$ cat src/hdl/tva_pkg.sv
// shared types, constants and the arctangent table for the vertex angle block
package tva_pkg;

  localparam int unsigned CORDIC_LAST = 32;
  localparam int unsigned Z_BITS      = 36;
  localparam int unsigned ANGLE_BITS  = 16;
  localparam logic signed [Z_BITS-1:0] PI32 = 36'sd13493037704;

  typedef struct packed {
    logic compute;  // interior point, angle to be worked out
    logic fin;      // track ends here, a final not-defined result follows
  } job_ctl_t;

  typedef enum logic [2:0] {
    ST_IDLE,
    ST_MUL,
    ST_NORM,
    ST_CORDIC,
    ST_ROUND,
    ST_OUT
  } back_state_e;

  // arctan(2^-i) in units of 2^-32 rad
  function automatic logic [31:0] atan_entry(input logic [5:0] i);
    logic [31:0] r;
    case (i)
      6'd0:    r = 32'd3373259426;
      6'd1:    r = 32'd1991351318;
      6'd2:    r = 32'd1052175346;
      6'd3:    r = 32'd534100635;
      6'd4:    r = 32'd268086748;
      6'd5:    r = 32'd134174063;
      6'd6:    r = 32'd67103403;
      6'd7:    r = 32'd33553749;
      6'd8:    r = 32'd16777131;
      6'd9:    r = 32'd8388597;
      6'd10:   r = 32'd4194303;
      default: r = 32'd1 << (6'd32 - i);
    endcase
    return r;
  endfunction

endpackage

$ cat src/hdl/trajectory_vertex_angle.sv
// Vertex angle along a streamed polyline.
// Input channel (in_valid_i / in_stall_o) takes one point per transaction with
// an end-of-track mark. Output channel (out_valid_o / out_stall_i) gives one
// result per point in point order: angle in 2^-ANGLE_FRAC_BITS rad with a
// defined flag, a track_final flag and run_last on the last result of the
// transaction that caused it. An interior point's result leaves when the
// following point arrives; the first and last points of a track give
// not-defined results.
// The front end stores the two previous points and pushes jobs into a
// two-entry queue; it stalls only when the queue is full.
// The back end takes the job, accumulates the dot and cross products on one
// multiplier, runs a normalize loop, 33 cordic steps, a rounding step and an
// output state that holds while stalled. A zero-length segment result goes to
// output from the first multiply step; endpoint results go there from idle.
// A result waits in the output register while out_stall_i is high; the queue
// keeps taking points until it is full. Reset empties queue and stored points.
module trajectory_vertex_angle import tva_pkg::*; #(
  parameter int unsigned COORD_BITS      = 16,
  parameter int unsigned ANGLE_FRAC_BITS = 14
) (
  input  logic                  clk_i,
  input  logic                  rst_ni,
  input  logic                  in_valid_i,
  output logic                  in_stall_o,
  input  logic [COORD_BITS-1:0] x_coord_i,
  input  logic [COORD_BITS-1:0] y_coord_i,
  input  logic                  end_of_track_i,
  output logic                  out_valid_o,
  input  logic                  out_stall_i,
  output logic [ANGLE_BITS-1:0] angle_o,
  output logic                  angle_defined_o,
  output logic                  track_final_o,
  output logic                  run_last_o
);

  localparam int unsigned QW = $bits(job_ctl_t) + 6 * COORD_BITS;

  logic                  push, pop, q_full, q_empty;
  job_ctl_t              f_ctl, b_ctl;
  logic [COORD_BITS-1:0] fpx, fpy, fmx, fmy, fnx, fny;
  logic [COORD_BITS-1:0] bpx, bpy, bmx, bmy, bnx, bny;
  logic [QW-1:0]         q_in, q_out;

  tva_front #(.COORD_BITS(COORD_BITS)) u_front (
    .clk_i, .rst_ni, .in_valid_i, .in_stall_o, .x_coord_i, .y_coord_i,
    .end_of_track_i, .q_full_i(q_full), .push_o(push), .ctl_o(f_ctl),
    .px_o(fpx), .py_o(fpy), .mx_o(fmx), .my_o(fmy), .nx_o(fnx), .ny_o(fny)
  );

  assign q_in = {f_ctl, fpx, fpy, fmx, fmy, fnx, fny};
  assign {b_ctl, bpx, bpy, bmx, bmy, bnx, bny} = q_out;

  tva_queue #(.WIDTH(QW)) u_queue (
    .clk_i, .rst_ni, .push_i(push), .data_i(q_in), .pop_i(pop),
    .data_o(q_out), .full_o(q_full), .empty_o(q_empty)
  );

  tva_back #(.COORD_BITS(COORD_BITS), .ANGLE_FRAC_BITS(ANGLE_FRAC_BITS)) u_back (
    .clk_i, .rst_ni, .q_empty_i(q_empty), .ctl_i(b_ctl),
    .px_i(bpx), .py_i(bpy), .mx_i(bmx), .my_i(bmy), .nx_i(bnx), .ny_i(bny),
    .pop_o(pop), .out_valid_o, .out_stall_i, .angle_o, .angle_defined_o,
    .track_final_o, .run_last_o
  );

  a_queue_flags: assert property (@(posedge clk_i) disable iff (!rst_ni)
    !(q_full && q_empty)) else $error("queue full and empty at once");

  a_pop_nonempty: assert property (@(posedge clk_i) disable iff (!rst_ni)
    pop |-> !q_empty) else $error("pop from empty queue");

  a_end_pushes: assert property (@(posedge clk_i) disable iff (!rst_ni)
    (in_valid_i && !in_stall_o && end_of_track_i) |-> push)
    else $error("end of track produced no job");

  a_undef_zero: assert property (@(posedge clk_i) disable iff (!rst_ni)
    (out_valid_o && !angle_defined_o) |-> (angle_o == '0))
    else $error("not-defined result with nonzero angle");

endmodule

$ cat src/hdl/tva_front.sv
// front end: accepts points, keeps the two previous ones and issues jobs
module tva_front import tva_pkg::*; #(
  parameter int unsigned COORD_BITS = 16
) (
  input  logic                  clk_i,
  input  logic                  rst_ni,
  input  logic                  in_valid_i,
  output logic                  in_stall_o,
  input  logic [COORD_BITS-1:0] x_coord_i,
  input  logic [COORD_BITS-1:0] y_coord_i,
  input  logic                  end_of_track_i,
  input  logic                  q_full_i,
  output logic                  push_o,
  output job_ctl_t              ctl_o,
  output logic [COORD_BITS-1:0] px_o,
  output logic [COORD_BITS-1:0] py_o,
  output logic [COORD_BITS-1:0] mx_o,
  output logic [COORD_BITS-1:0] my_o,
  output logic [COORD_BITS-1:0] nx_o,
  output logic [COORD_BITS-1:0] ny_o
);

  localparam logic [1:0] SEEN_NONE = 2'd0;
  localparam logic [1:0] SEEN_ONE  = 2'd1;
  localparam logic [1:0] SEEN_TWO  = 2'd2;

  logic [1:0]            seen_q, seen_d;
  logic [COORD_BITS-1:0] x0_q, y0_q, x1_q, y1_q;
  logic                  acc;

  assign in_stall_o = q_full_i;
  assign acc        = in_valid_i && !q_full_i;
  assign push_o     = acc && !(seen_q == SEEN_ONE && !end_of_track_i);
  assign ctl_o.compute = (seen_q == SEEN_TWO);
  assign ctl_o.fin     = end_of_track_i;
  assign px_o = x1_q;
  assign py_o = y1_q;
  assign mx_o = x0_q;
  assign my_o = y0_q;
  assign nx_o = x_coord_i;
  assign ny_o = y_coord_i;

  always_comb begin
    seen_d = seen_q;
    if (acc) begin
      if (end_of_track_i) begin
        seen_d = SEEN_NONE;
      end else if (seen_q == SEEN_NONE) begin
        seen_d = SEEN_ONE;
      end else begin
        seen_d = SEEN_TWO;
      end
    end
  end

  always_ff @(posedge clk_i or negedge rst_ni) begin
    if (!rst_ni) begin
      seen_q <= SEEN_NONE;
      x0_q   <= '0;
      y0_q   <= '0;
      x1_q   <= '0;
      y1_q   <= '0;
    end else if (acc) begin
      seen_q <= seen_d;
      if (end_of_track_i) begin
        x0_q <= '0;
        y0_q <= '0;
        x1_q <= '0;
        y1_q <= '0;
      end else begin
        x1_q <= x0_q;
        y1_q <= y0_q;
        x0_q <= x_coord_i;
        y0_q <= y_coord_i;
      end
    end
  end

endmodule

$ cat src/hdl/tva_queue.sv
// two-entry job queue between front and back
module tva_queue #(
  parameter int unsigned WIDTH = 8
) (
  input  logic             clk_i,
  input  logic             rst_ni,
  input  logic             push_i,
  input  logic [WIDTH-1:0] data_i,
  input  logic             pop_i,
  output logic [WIDTH-1:0] data_o,
  output logic             full_o,
  output logic             empty_o
);

  logic [WIDTH-1:0] mem_q [2];
  logic             wp_q, rp_q;
  logic [1:0]       cnt_q;

  assign full_o  = (cnt_q == 2'd2);
  assign empty_o = (cnt_q == 2'd0);
  assign data_o  = mem_q[rp_q];

  always_ff @(posedge clk_i) begin
    if (push_i) begin
      mem_q[wp_q] <= data_i;
    end
  end

  always_ff @(posedge clk_i or negedge rst_ni) begin
    if (!rst_ni) begin
      wp_q  <= 1'b0;
      rp_q  <= 1'b0;
      cnt_q <= 2'd0;
    end else begin
      if (push_i) begin
        wp_q <= !wp_q;
      end
      if (pop_i) begin
        rp_q <= !rp_q;
      end
      cnt_q <= cnt_q + 2'(push_i) - 2'(pop_i);
    end
  end

endmodule

$ cat src/hdl/tva_back.sv
// back end: dot and cross products, normalize, cordic vectoring, rounding, output
module tva_back import tva_pkg::*; #(
  parameter int unsigned COORD_BITS      = 16,
  parameter int unsigned ANGLE_FRAC_BITS = 14
) (
  input  logic                  clk_i,
  input  logic                  rst_ni,
  input  logic                  q_empty_i,
  input  job_ctl_t              ctl_i,
  input  logic [COORD_BITS-1:0] px_i,
  input  logic [COORD_BITS-1:0] py_i,
  input  logic [COORD_BITS-1:0] mx_i,
  input  logic [COORD_BITS-1:0] my_i,
  input  logic [COORD_BITS-1:0] nx_i,
  input  logic [COORD_BITS-1:0] ny_i,
  output logic                  pop_o,
  output logic                  out_valid_o,
  input  logic                  out_stall_i,
  output logic [ANGLE_BITS-1:0] angle_o,
  output logic                  angle_defined_o,
  output logic                  track_final_o,
  output logic                  run_last_o
);

  localparam int unsigned DW = COORD_BITS + 1;
  localparam int unsigned PW = 2 * DW;
  localparam int unsigned AW = PW + 1;
  localparam logic [63:0] TOP_HI = 64'd1 << 60;
  localparam logic [63:0] TOP_LO = 64'd1 << 59;
  localparam logic [63:0] COARSE = 64'd1 << 52;
  localparam logic [34:0] HALF   = 35'd1 << (31 - ANGLE_FRAC_BITS);

  back_state_e state_q, state_d;

  logic signed [DW-1:0] ax_q, ay_q, bx_q, by_q;
  logic [1:0]           k_q;
  logic signed [AW-1:0] dot_q, crs_q, dot_nx, crs_nx;
  logic signed [63:0]   xv_q, yv_q, dx, dy, dot64, crs64;
  logic signed [Z_BITS-1:0] z_q, zr, zstep;
  logic [5:0]           i_q;
  logic                 obtuse_q, fin_q, tail_q;
  logic signed [DW-1:0] opa, opb;
  logic signed [PW-1:0] prod;
  logic [63:0]          big;
  logic [34:0]          zc, zsum;
  logic [ANGLE_BITS-1:0] ang;
  logic                 zero_seg, out_take;

  // controls
  logic ld_job, ld_undef, ld_angle, ld_tail;

  function automatic logic signed [DW-1:0] diff(input logic [COORD_BITS-1:0] a,
                                                input logic [COORD_BITS-1:0] b);
    logic signed [DW-1:0] ea, eb;
    ea = DW'($signed(a));
    eb = DW'($signed(b));
    return ea - eb;
  endfunction

  // one shared multiplier: ax*bx, ay*by, ax*by, ay*bx
  assign opa  = k_q[0] ? ay_q : ax_q;
  assign opb  = (k_q[0] ^ k_q[1]) ? by_q : bx_q;
  assign prod = PW'(opa) * PW'(opb);

  always_comb begin
    dot_nx = dot_q;
    crs_nx = crs_q;
    case (k_q)
      2'd0, 2'd1: dot_nx = dot_q + AW'(prod);
      2'd2:       crs_nx = crs_q + AW'(prod);
      default:    crs_nx = crs_q - AW'(prod);
    endcase
  end

  assign dot64 = 64'(dot_nx);
  assign crs64 = 64'(crs_nx);
  assign zero_seg = (ax_q == '0 && ay_q == '0) || (bx_q == '0 && by_q == '0);
  assign big = ($unsigned(xv_q) > $unsigned(yv_q)) ? xv_q : yv_q;

  assign dx    = yv_q >>> i_q;
  assign dy    = xv_q >>> i_q;
  assign zstep = $signed({4'd0, atan_entry(i_q)});

  // fold for obtuse angles, clamp to [0, pi], round
  always_comb begin
    zr = obtuse_q ? (PI32 - z_q) : z_q;
    if (zr[Z_BITS-1]) begin
      zc = '0;
    end else if (zr > PI32) begin
      zc = 35'(PI32);
    end else begin
      zc = 35'(zr);
    end
    zsum = zc + HALF;
    ang  = ANGLE_BITS'(zsum >> (32 - ANGLE_FRAC_BITS));
  end

  assign out_take = (state_q == ST_OUT) && !out_stall_i;

  always_comb begin
    state_d = state_q;
    case (state_q)
      ST_IDLE: begin
        if (!q_empty_i) begin
          state_d = ctl_i.compute ? ST_MUL : ST_OUT;
        end
      end
      ST_MUL: begin
        if (k_q == 2'd0 && zero_seg) begin
          state_d = ST_OUT;
        end else if (k_q == 2'd3) begin
          state_d = ST_NORM;
        end
      end
      ST_NORM: begin
        if (big < TOP_HI && big >= TOP_LO) begin
          state_d = ST_CORDIC;
        end
      end
      ST_CORDIC: begin
        if (i_q == 6'(CORDIC_LAST)) begin
          state_d = ST_ROUND;
        end
      end
      ST_ROUND: state_d = ST_OUT;
      ST_OUT: begin
        if (out_take && !tail_q) begin
          state_d = ST_IDLE;
        end
      end
      default: state_d = ST_IDLE;
    endcase
  end

  always_comb begin
    ld_job   = (state_q == ST_IDLE) && !q_empty_i;
    ld_undef = (state_q == ST_MUL) && (k_q == 2'd0) && zero_seg;
    ld_angle = (state_q == ST_ROUND);
    ld_tail  = out_take && tail_q;
    pop_o    = ld_job;
  end

  assign out_valid_o = (state_q == ST_OUT);

  always_ff @(posedge clk_i or negedge rst_ni) begin
    if (!rst_ni) begin
      state_q <= ST_IDLE;
      tail_q  <= 1'b0;
    end else begin
      state_q <= state_d;
      if (ld_job) begin
        tail_q <= 1'b0;
      end else if (ld_undef || ld_angle) begin
        tail_q <= fin_q;
      end else if (ld_tail) begin
        tail_q <= 1'b0;
      end
    end
  end

  always_ff @(posedge clk_i) begin
    if (ld_job) begin
      ax_q  <= diff(px_i, mx_i);
      ay_q  <= diff(py_i, my_i);
      bx_q  <= diff(nx_i, mx_i);
      by_q  <= diff(ny_i, my_i);
      fin_q <= ctl_i.fin;
      k_q   <= 2'd0;
      dot_q <= '0;
      crs_q <= '0;
      angle_o         <= '0;
      angle_defined_o <= 1'b0;
      track_final_o   <= ctl_i.fin;
      run_last_o      <= 1'b1;
    end
    if (state_q == ST_MUL) begin
      k_q   <= k_q + 2'd1;
      dot_q <= dot_nx;
      crs_q <= crs_nx;
      if (k_q == 2'd3) begin
        obtuse_q <= dot64[63];
        xv_q     <= dot64[63] ? -dot64 : dot64;
        yv_q     <= crs64[63] ? -crs64 : crs64;
      end
    end
    if (state_q == ST_NORM) begin
      i_q <= '0;
      z_q <= '0;
      if (big >= TOP_HI) begin
        xv_q <= xv_q >>> 1;
        yv_q <= yv_q >>> 1;
      end else if (big < COARSE) begin
        xv_q <= xv_q <<< 8;
        yv_q <= yv_q <<< 8;
      end else if (big < TOP_LO) begin
        xv_q <= xv_q <<< 1;
        yv_q <= yv_q <<< 1;
      end
    end
    if (state_q == ST_CORDIC) begin
      i_q <= i_q + 6'd1;
      if (!yv_q[63]) begin
        xv_q <= xv_q + dx;
        yv_q <= yv_q - dy;
        z_q  <= z_q + zstep;
      end else begin
        xv_q <= xv_q - dx;
        yv_q <= yv_q + dy;
        z_q  <= z_q - zstep;
      end
    end
    if (ld_undef || ld_angle) begin
      angle_o         <= ld_angle ? ang : '0;
      angle_defined_o <= ld_angle;
      track_final_o   <= 1'b0;
      run_last_o      <= !fin_q;
    end
    if (ld_tail) begin
      angle_o         <= '0;
      angle_defined_o <= 1'b0;
      track_final_o   <= 1'b1;
      run_last_o      <= 1'b1;
    end
  end

endmodule

$ cat config.mk
export PLATFORM = sky130hd
export DESIGN_NAME = trajectory_vertex_angle
export DESIGN_NICKNAME = d
export VERILOG_FILES = /design/src/hdl/tva_pkg.sv /design/src/hdl/trajectory_vertex_angle.sv /design/src/hdl/tva_front.sv /design/src/hdl/tva_queue.sv /design/src/hdl/tva_back.sv
export SDC_FILE = /design/constraint.sdc
export NUM_CORES = 2
export LEC_CHECK = 0
export BUFFER_PORTS_ARGS = -buffer_cell sky130_fd_sc_hd__buf_2
export CORE_UTILIZATION = 45
export CTS_CLUSTER_DIAMETER = 80
export CTS_CLUSTER_SIZE = 10
export DETAILED_ROUTE_END_ITERATION = 10
export MAX_ROUTING_LAYER = met4
export PLACE_DENSITY = 0.68
export SLEW_MARGIN = 20
export SYNTH_ARGS = -nofsm -noshare
export SYNTH_HDL_FRONTEND = slang
export SYNTH_HIERARCHICAL = 1
export SYNTH_SLANG_ARGS = --single-unit
$ cat constraint.sdc
create_clock -name clk_i -period 15.2 [get_ports clk_i]
set_input_delay 3.04 -clock clk_i [delete_from_list [all_inputs] [get_ports clk_i]]
set_output_delay 3.04 -clock clk_i [all_outputs]
set_load 0.05 [all_outputs]
== Word level (Yosys, flattened, before mapping) ==
Memories as Yosys holds them, arrays and structs flattened.
Index checks and enable logic that the tools add are counted.

* Register bits: 405
* RAM bits: 196
* Bits of input ports: 37
* Output and inout port bits: 21
* Word-level logic and storage cells: 197
* Memories kept: 1

{| class="wikitable"
|+ Memory list
! memory !! depth !! bits a word !! read ports !! clocked after Yosys merged registers in !! wr ports !! RTL line !! RTL
|-
| u_queue.mem_q || 2 || 98 || 1 || 0 || 1 || tva_queue.sv:15 || <nowiki>logic [WIDTH-1:0] mem_q [2];</nowiki>
|}

* Add/sub/neg operators: 22
* Multipliers: 1
* $lt $le $gt $ge: 7
* Equality and inequality tests: 28
* Shifts and indexed selects: 3
* Mux-type cells: 65
* Bitwise logic cells: 1
* Reduce and logical (&&, ||, !) cells: 40

{| class="wikitable"
|+ Operators by type and width
! kind !! number
|-
| 2-to-1 mux 64 bit || 19
|-
| one-hot mux 32 bit (11 select lines) || 1
|-
| 2-to-1 mux 36 bit || 4
|-
| 2-to-1 mux 35 bit || 4
|-
| adder 64 bit || 2
|-
| negator 35 -> 64 bit || 2
|-
| >>> shifter 64 x 6 -> 64 bit || 2
|-
| subtractor 64 bit || 2
|-
| 2-to-1 mux 16 bit || 7
|-
| adder 35 x 34 -> 35 bit || 2
|-
| one-hot mux 35 bit (2 select lines) || 1
|-
| logical NOT 17 bit || 4
|-
| 2-to-1 mux 34 bit || 2
|-
| subtractor 16 x 16 -> 17 bit || 4
|-
| >= comparator 64 x 60 -> 1 bit (second input constant) || 1
|-
| >= comparator 64 x 61 -> 1 bit (second input constant) || 1
|-
| greater-than comparator 64 bit || 1
|-
| < comparator 64 x 53 -> 1 bit (second input constant) || 1
|-
| < comparator 64 x 60 -> 1 bit (second input constant) || 1
|-
| < comparator 64 x 61 -> 1 bit (second input constant) || 1
|-
| adder 36 x 33 -> 36 bit || 1
|-
| greater-than comparator 36 x 35 -> 1 bit (second input constant) || 1
|-
| subtractor 35 x 36 -> 36 bit (first input constant) || 1
|-
| subtractor 36 x 33 -> 36 bit || 1
|-
| 41 further kinds || 101
|}

== Longest topological paths before layout ==
* Depth after elaboration: 14
* Gate-level depth with buffers: 48
* Gate-level depth less buffers: 41

== By module ==
The synthesis kept the hierarchy.

{| class="wikitable"
|+ By module, submodules not included
! module !! instances !! cells each !! area each (um2) !! seq. area each (um2)
|-
| tva_back || 1 || 7,855 || 62,493.7 || 8,588.2
|-
| tva_queue || 1 || 320 || 7,297.0 || 5,985.7
|-
| tva_front || 1 || 250 || 3,326.9 || 1,651.6
|}

== Worst setup path before layout ==
No wires, ideal clock.

* Kind: reg2reg
* Start: register u_back.k_q[0]
* End: register u_back.yv_q[1]
* Setup time: 125 ps
* Arrival: 12,056 ps
* Required time: 15,075 ps
* Path slack: 3,019 ps
* Stages on the path, launching flop included: 48
* Buffers on the path: 7
* Clock period less this slack: 12,181 ps
* Cell sequence: edfxtp_1 > clkbuf_1 > clkbuf_1 > inv_1 > ha_1 > clkbuf_1 > buf_1 > mux2_2 > clkbuf_1 > nand2_1 > fa_1 > inv_1 > fa_1 > inv_1 > fa_1 > inv_1 > fa_1 > fa_1 > [12 not listed] > nor2_1 > xnor2_1 > ha_1 > clkbuf_1 > nand2_1 > a21oi_1 > a211oi_1 > o31ai_1 > o21ai_0 > nand3_1 > a41oi_1 > o21ai_0 > xnor2_1 > a21oi_1 > buf_2 > nor2_1 > mux2i_1 > o21bai_1

* Cells in the longest elaborated chain, start to end: 14
* Elaborated cells between the ends (all ways): 21
* Classes of those cells: add/sub: 3; mul: 1; eq/ne: 3; mux: 11; bitwise: 1; reduce/logical: 2

{| class="wikitable"
|+ Ends and longest elaborated chain
! what !! RTL line !! RTL
|-
| from (decl) || tva_back.sv:36 || <nowiki>logic [1:0] k_q;</nowiki>
|-
| from (signal assigned) || tva_back.sv:177 || <nowiki>k_q <= k_q + 2'd1;</nowiki>
|-
| bitwise XOR 1 bit || tva_back.sv:62 || <nowiki>assign opb = (k_q[0] ^ k_q[1]) ? by_q : bx_q;</nowiki>
|-
| 2-to-1 mux 17 bit || tva_back.sv:62 ||
|-
| multiplier 17 x 17 -> 34 bit || tva_back.sv:63 || <nowiki>assign prod = PW'(opa) * PW'(opb);</nowiki>
|-
| subtractor 35 x 34 -> 35 bit / adder 35 x 34 -> 35 bit (equally long branches) || tva_back.sv:71, tva_back.sv:70 ||
|-
| one-hot mux 35 bit (2 select lines) || tva_back.sv:68 || <nowiki>case (k_q)</nowiki>
|-
| negator 35 -> 64 bit || tva_back.sv:183 || <nowiki>yv_q <= crs64[63] ? -crs64 : crs64;</nowiki>
|-
| 2-to-1 mux 64 bit || tva_back.sv:183 ||
|-
| 2-to-1 mux 64 bit * || tva_back.sv:180 || <nowiki>if (k_q == 2'd3) begin</nowiki>
|-
| 2-to-1 mux 64 bit * || tva_back.sv:176 || <nowiki>if (state_q == ST_MUL) begin</nowiki>
|-
| 2-to-1 mux 64 bit || tva_back.sv:195 || <nowiki>end else if (big < TOP_LO) begin</nowiki>
|-
| 2-to-1 mux 64 bit || tva_back.sv:192 || <nowiki>end else if (big < COARSE) begin</nowiki>
|-
| 2-to-1 mux 64 bit || tva_back.sv:189 || <nowiki>if (big >= TOP_HI) begin</nowiki>
|-
| 2-to-1 mux 64 bit * || tva_back.sv:186 || <nowiki>if (state_q == ST_NORM) begin</nowiki>
|-
| 2-to-1 mux 64 bit * || tva_back.sv:200 || <nowiki>if (state_q == ST_CORDIC) begin</nowiki>
|-
| to (signal assigned) || tva_back.sv:191 || <nowiki>yv_q <= yv_q >>> 1;</nowiki>
|-
| to (signal assigned) || tva_back.sv:194 || <nowiki>yv_q <= yv_q <<< 8;</nowiki>
|-
| to (signal assigned) || tva_back.sv:204 || <nowiki>yv_q <= yv_q - dy;</nowiki>
|-
| to (decl) || tva_back.sv:38 || <nowiki>logic signed [63:0] xv_q, yv_q, dx, dy, dot64, crs64;</nowiki>
|}

Mark *: on every way between the ends. The rest lies on a longest branch, timed or not. The select of a mux whose other input is x is not followed.
A chain may end at the register's enable or synchronous reset.

== Final worst setup path ==
* Start: register u_back.k_q[0]
* End: register u_back.yv_q[6]

The elaborated chain is that of the path after synthesis.

==> reports/qor.csv <==
stage,metric,value,unit
status,status,finished clean,
final_layout,drive_above_1_share,11.0,%
timing,hold_viol,0,
final_layout,nFillCells,15400,
timing,slew_headroom,14.9,%
setup_path,critPathSlowestCell,mux2i_1,
yosys,synth_cell_types,104,
hold_path,min_from,u_front/px_o[0]$_DFFE_PN0P_,
timing,timing.final.crit_share,86.4,%
final_layout,final_common_cell,nor2_1,
yosys,synth_area,73100,µm²
timing,fmax,76.1,MHz
clocking,cts-buffers-inserted,78,
final_layout,nets,8988,
route,drcViolationCount,0,
clocking,cts.sinks,601,
timing,clock_skew,0.0683,ns
yosys,syn_inst,8425,
yosys,synth_top_family_by_area,compound AO/OA/AOI/OAI gates,
final_layout,layout_common_cells,"nor2_1, inv_1, nand2_1",
timing,drv_slew,0,
global_route,grt_pass1_wl,408000,µm
floorplan,num_rows,147,
global_route,antenna_found_initial,2,
yosys,async_flop_share,12.3,%
route,first_pass_iters,9,
yosys,yosys.area_share.adder,16.3,%
setup_path,crit_path_frequent_cell,fa_1,
setup_path,worst-path-max-fanout,36,
timing,layout_setup_ws,2.06,ns
floorplan,core,161000,µm²
clocking,cts_tree,yes,
floorplan,die_area,164000,µm²
timing,setup_viol,0,
setup_path,critical_path_arrival,13.72,ns
yosys,synthFlopType,edfxtp_1,
placed_design,place.gp.congestion,1.09,
clocking,cts_buffer_depth,3,
placed_design,place_hpwl,208000,µm
yosys,ys_seq_elements,601,
route,vias_per_cell,6.54,
floorplan,die-width,405,µm
yosys,synth-simple-area-share,15.7,%
setup_path,cp-end-kind,flip-flop,
route,initialDrtViolationCount,9020,
floorplan,start_util,45.4,%
clocking,cts_setup_buffers,0,
global_route,grt_start_max_net_pins,127,
floorplan,pin_count,58,
hold_path,worst_hold_path_type,flip-flop to flip-flop,
global_route,grt_use_total,33.7,%
clocking,clk_pin_slew,0.06,ns
yosys,synth_edf_count,382,
clocking,h-tree-depth,3,
setup_path,slowest_delay,0.98,ns
yosys,syn_avg_cell_area,8.68,µm²
final_layout,area_growth,6.09,%
clocking,post_cts_resized,0,
setup_path,r2r_start,u_back/k_q[0]$_SDFFCE_PN0P_,
route,vias,68100,
yosys,synth-compound-area-share,20.0,%
timing,fin_setup_tns,0,ns
clocking,clk_latency,0.75,ns
route,wire_per_inst,26.4,µm
timing,worst_pin_slew,1.27,ns
yosys,ys_seq_area_share,22.2,%
yosys,synth-xor-area-share,5.41,%
yosys,synthMuxAreaShare,13.8,%
setup_path,startpoint,u_back/k_q[0]$_SDFFCE_PN0P_,
setup_path,critPathRequiredTime,15.79,ns
yosys,synth_warnings,6,
yosys,synth_nets,9231,
clocking,root_buffer,clkbuf_16,
clocking,ctsHoldBuffers,0,
global_route,grt_overflow,0,
setup_path,critPathLaunchType,flip-flop,
setup_path,critPathKind,flip-flop to flip-flop,
run,cap_violations,0,
placed_design,port_buffers,57,
timing,min_period,13.14,ns
placed_design,dpl_worst_slack,1.88,ns
route,antenna_left,0,
route,routed_wl,275000,µm
timing,rsz0062_at_grt,false,
floorplan,die_h,405,µm
global_route,first_global_vias,63800,
through the flow:
step / utilization, % / cells / hold WS (ns) / instance area, µm²
global route: 48.2 / 10400 / 0.469 / 77600
detailed placement: 46.6 / 10300 / 0.438 / 75000
floorplan: - / 8425 / 0.428 / 73100
global placement: 46.6 / 10300 / 0.430 / 75000
CTS: 48.2 / 10400 / 0.441 / 77500
finish: 48.2 / 10400 / 0.442 / 77600
critical path, delay by kind of cell, from the launching register on:
kind / cells / cell delay, ns
flops: 1 / 0.34
fa+ha+maj: 8 / 3.89
simple gates: 10 / 2.70
xor+xnor: 2 / 0.89
buf+inv: 5 / 0.65
mux: 1 / 0.98
compound gates: 12 / 3.49
synth_stat cells, types with 60 or more instances:
cell,number,area [µm²]
a21o_1,204,1530
mux2_2,258,2910
edfxtp_1,382,11500
a22oi_1,60,450
a211oi_1,90,676
dfrtp_1,74,1850
nor2_1,872,3270
nor2b_1,147,920
a21oi_1,609,3050
a21boi_0,63,473
o21ai_0,486,2430
o211ai_1,66,495
buf_1,80,300
nor3_1,144,721
fa_1,305,6110
ha_1,464,5810
a31oi_1,93,582
xnor2_1,236,2070
nand3_1,147,736
mux2i_1,195,1950
a221oi_1,79,692
nand2_1,647,2430
inv_1,649,2440
clkbuf_1,340,1280
dfxtp_1,145,2900
xor2_1,210,1840
and2_1,84,526
and3_1,77,482
mux4_2,206,4640
kinds of logic (layout without fill, tap and decap cells):
family                     count (synthesis)  after routing
and+or+nand+nor                         2464           2464
AOI/OAI and AO/OA                       2259           2259
xor gates and xnor gates                 448            448
other                                      0              6
muxes                                    699            699
DFF                                      601            601
adders and majority gates                769            769
buffers and inverters                   1185           1007
state kept, by name, indices dropped and copies added (netlist names), 2 cells and up:
register / cells
u_back/angle_o: 16
u_back/crs_q: 35
u_queue/cnt_q: 2
u_front/seen_q: 2
u_back/by_q: 17
u_queue/mem_q: 196
u_front/mx_o: 16
u_front/px_o: 16
u_back/k_q: 2
u_back/bx_q: 17
u_front/py_o: 16
u_back/z_q: 36
u_back/ax_q: 17
u_front/my_o: 16
u_back/state_q: 3
u_back/yv_q: 64
u_back/dot_q: 35
u_back/ay_q: 17
u_back/xv_q: 64
u_back/i_q: 6
path summary, 6_finish.rpt:
| path | end | slack [ns] | cells past startpoint |
|---|---|---|---|
| worst max-delay path | u_back/yv_q[6]$_DFF_P_ | 2.06 | 38 |
| worst min-delay path | u_queue/mem_q[1][80]$_DFFE_PP_ | 0.44 | 0 |
| worst max register to register | u_back/yv_q[6]$_DFF_P_ | 2.06 | 38 |
| worst min register to register | u_queue/mem_q[1][80]$_DFFE_PP_ | 0.44 | 0 |
| max in group asynchronous | u_back/state_q[0]$_DFFE_PN0P_ | 11.82 | 2 |
| min in group asynchronous | u_front/my_o[15]$_DFFE_PN0P_ | 2.24 | 1 |
metal layers:
| layer | part of all wire (%) | wire, µm | up-vias | GRT usage [%] |
|---|---|---|---|---|
| met1 | 41 | 112000 | 33300 | 45.1 |
| met3 | 12 | 33600 | 659 | 8.52 |
| li1 | - | - | 30100 | - |
| met5 | 0 | 0 | - | - |
| met4 | 4.3 | 11900 | 0 | 12.6 |
| met2 | 43 | 117000 | 4013 | 48.8 |
final cells by class:
| type | instances | area (µm²) | share of cell area [%] |
|---|---|---|---|
| multi-input combinational | 6639 | 52200 | 67.3 |
| sequential | 601 | 16200 | 20.9 |
| tap | 2160 | 2700 | 3.48 |
| inverter | 654 | 2460 | 3.18 |
| clock buffer | 123 | 2160 | 2.79 |
| timing repair buffer | 208 | 1440 | 1.86 |
| clock inverter | 22 | 338 | 0.436 |
| antenna | 6 | 15.0 | 0.0194 |
Power is left out: the tool's default activity adds up to more than one toggle a clock period on the data nets, which glitch-free logic cannot reach.
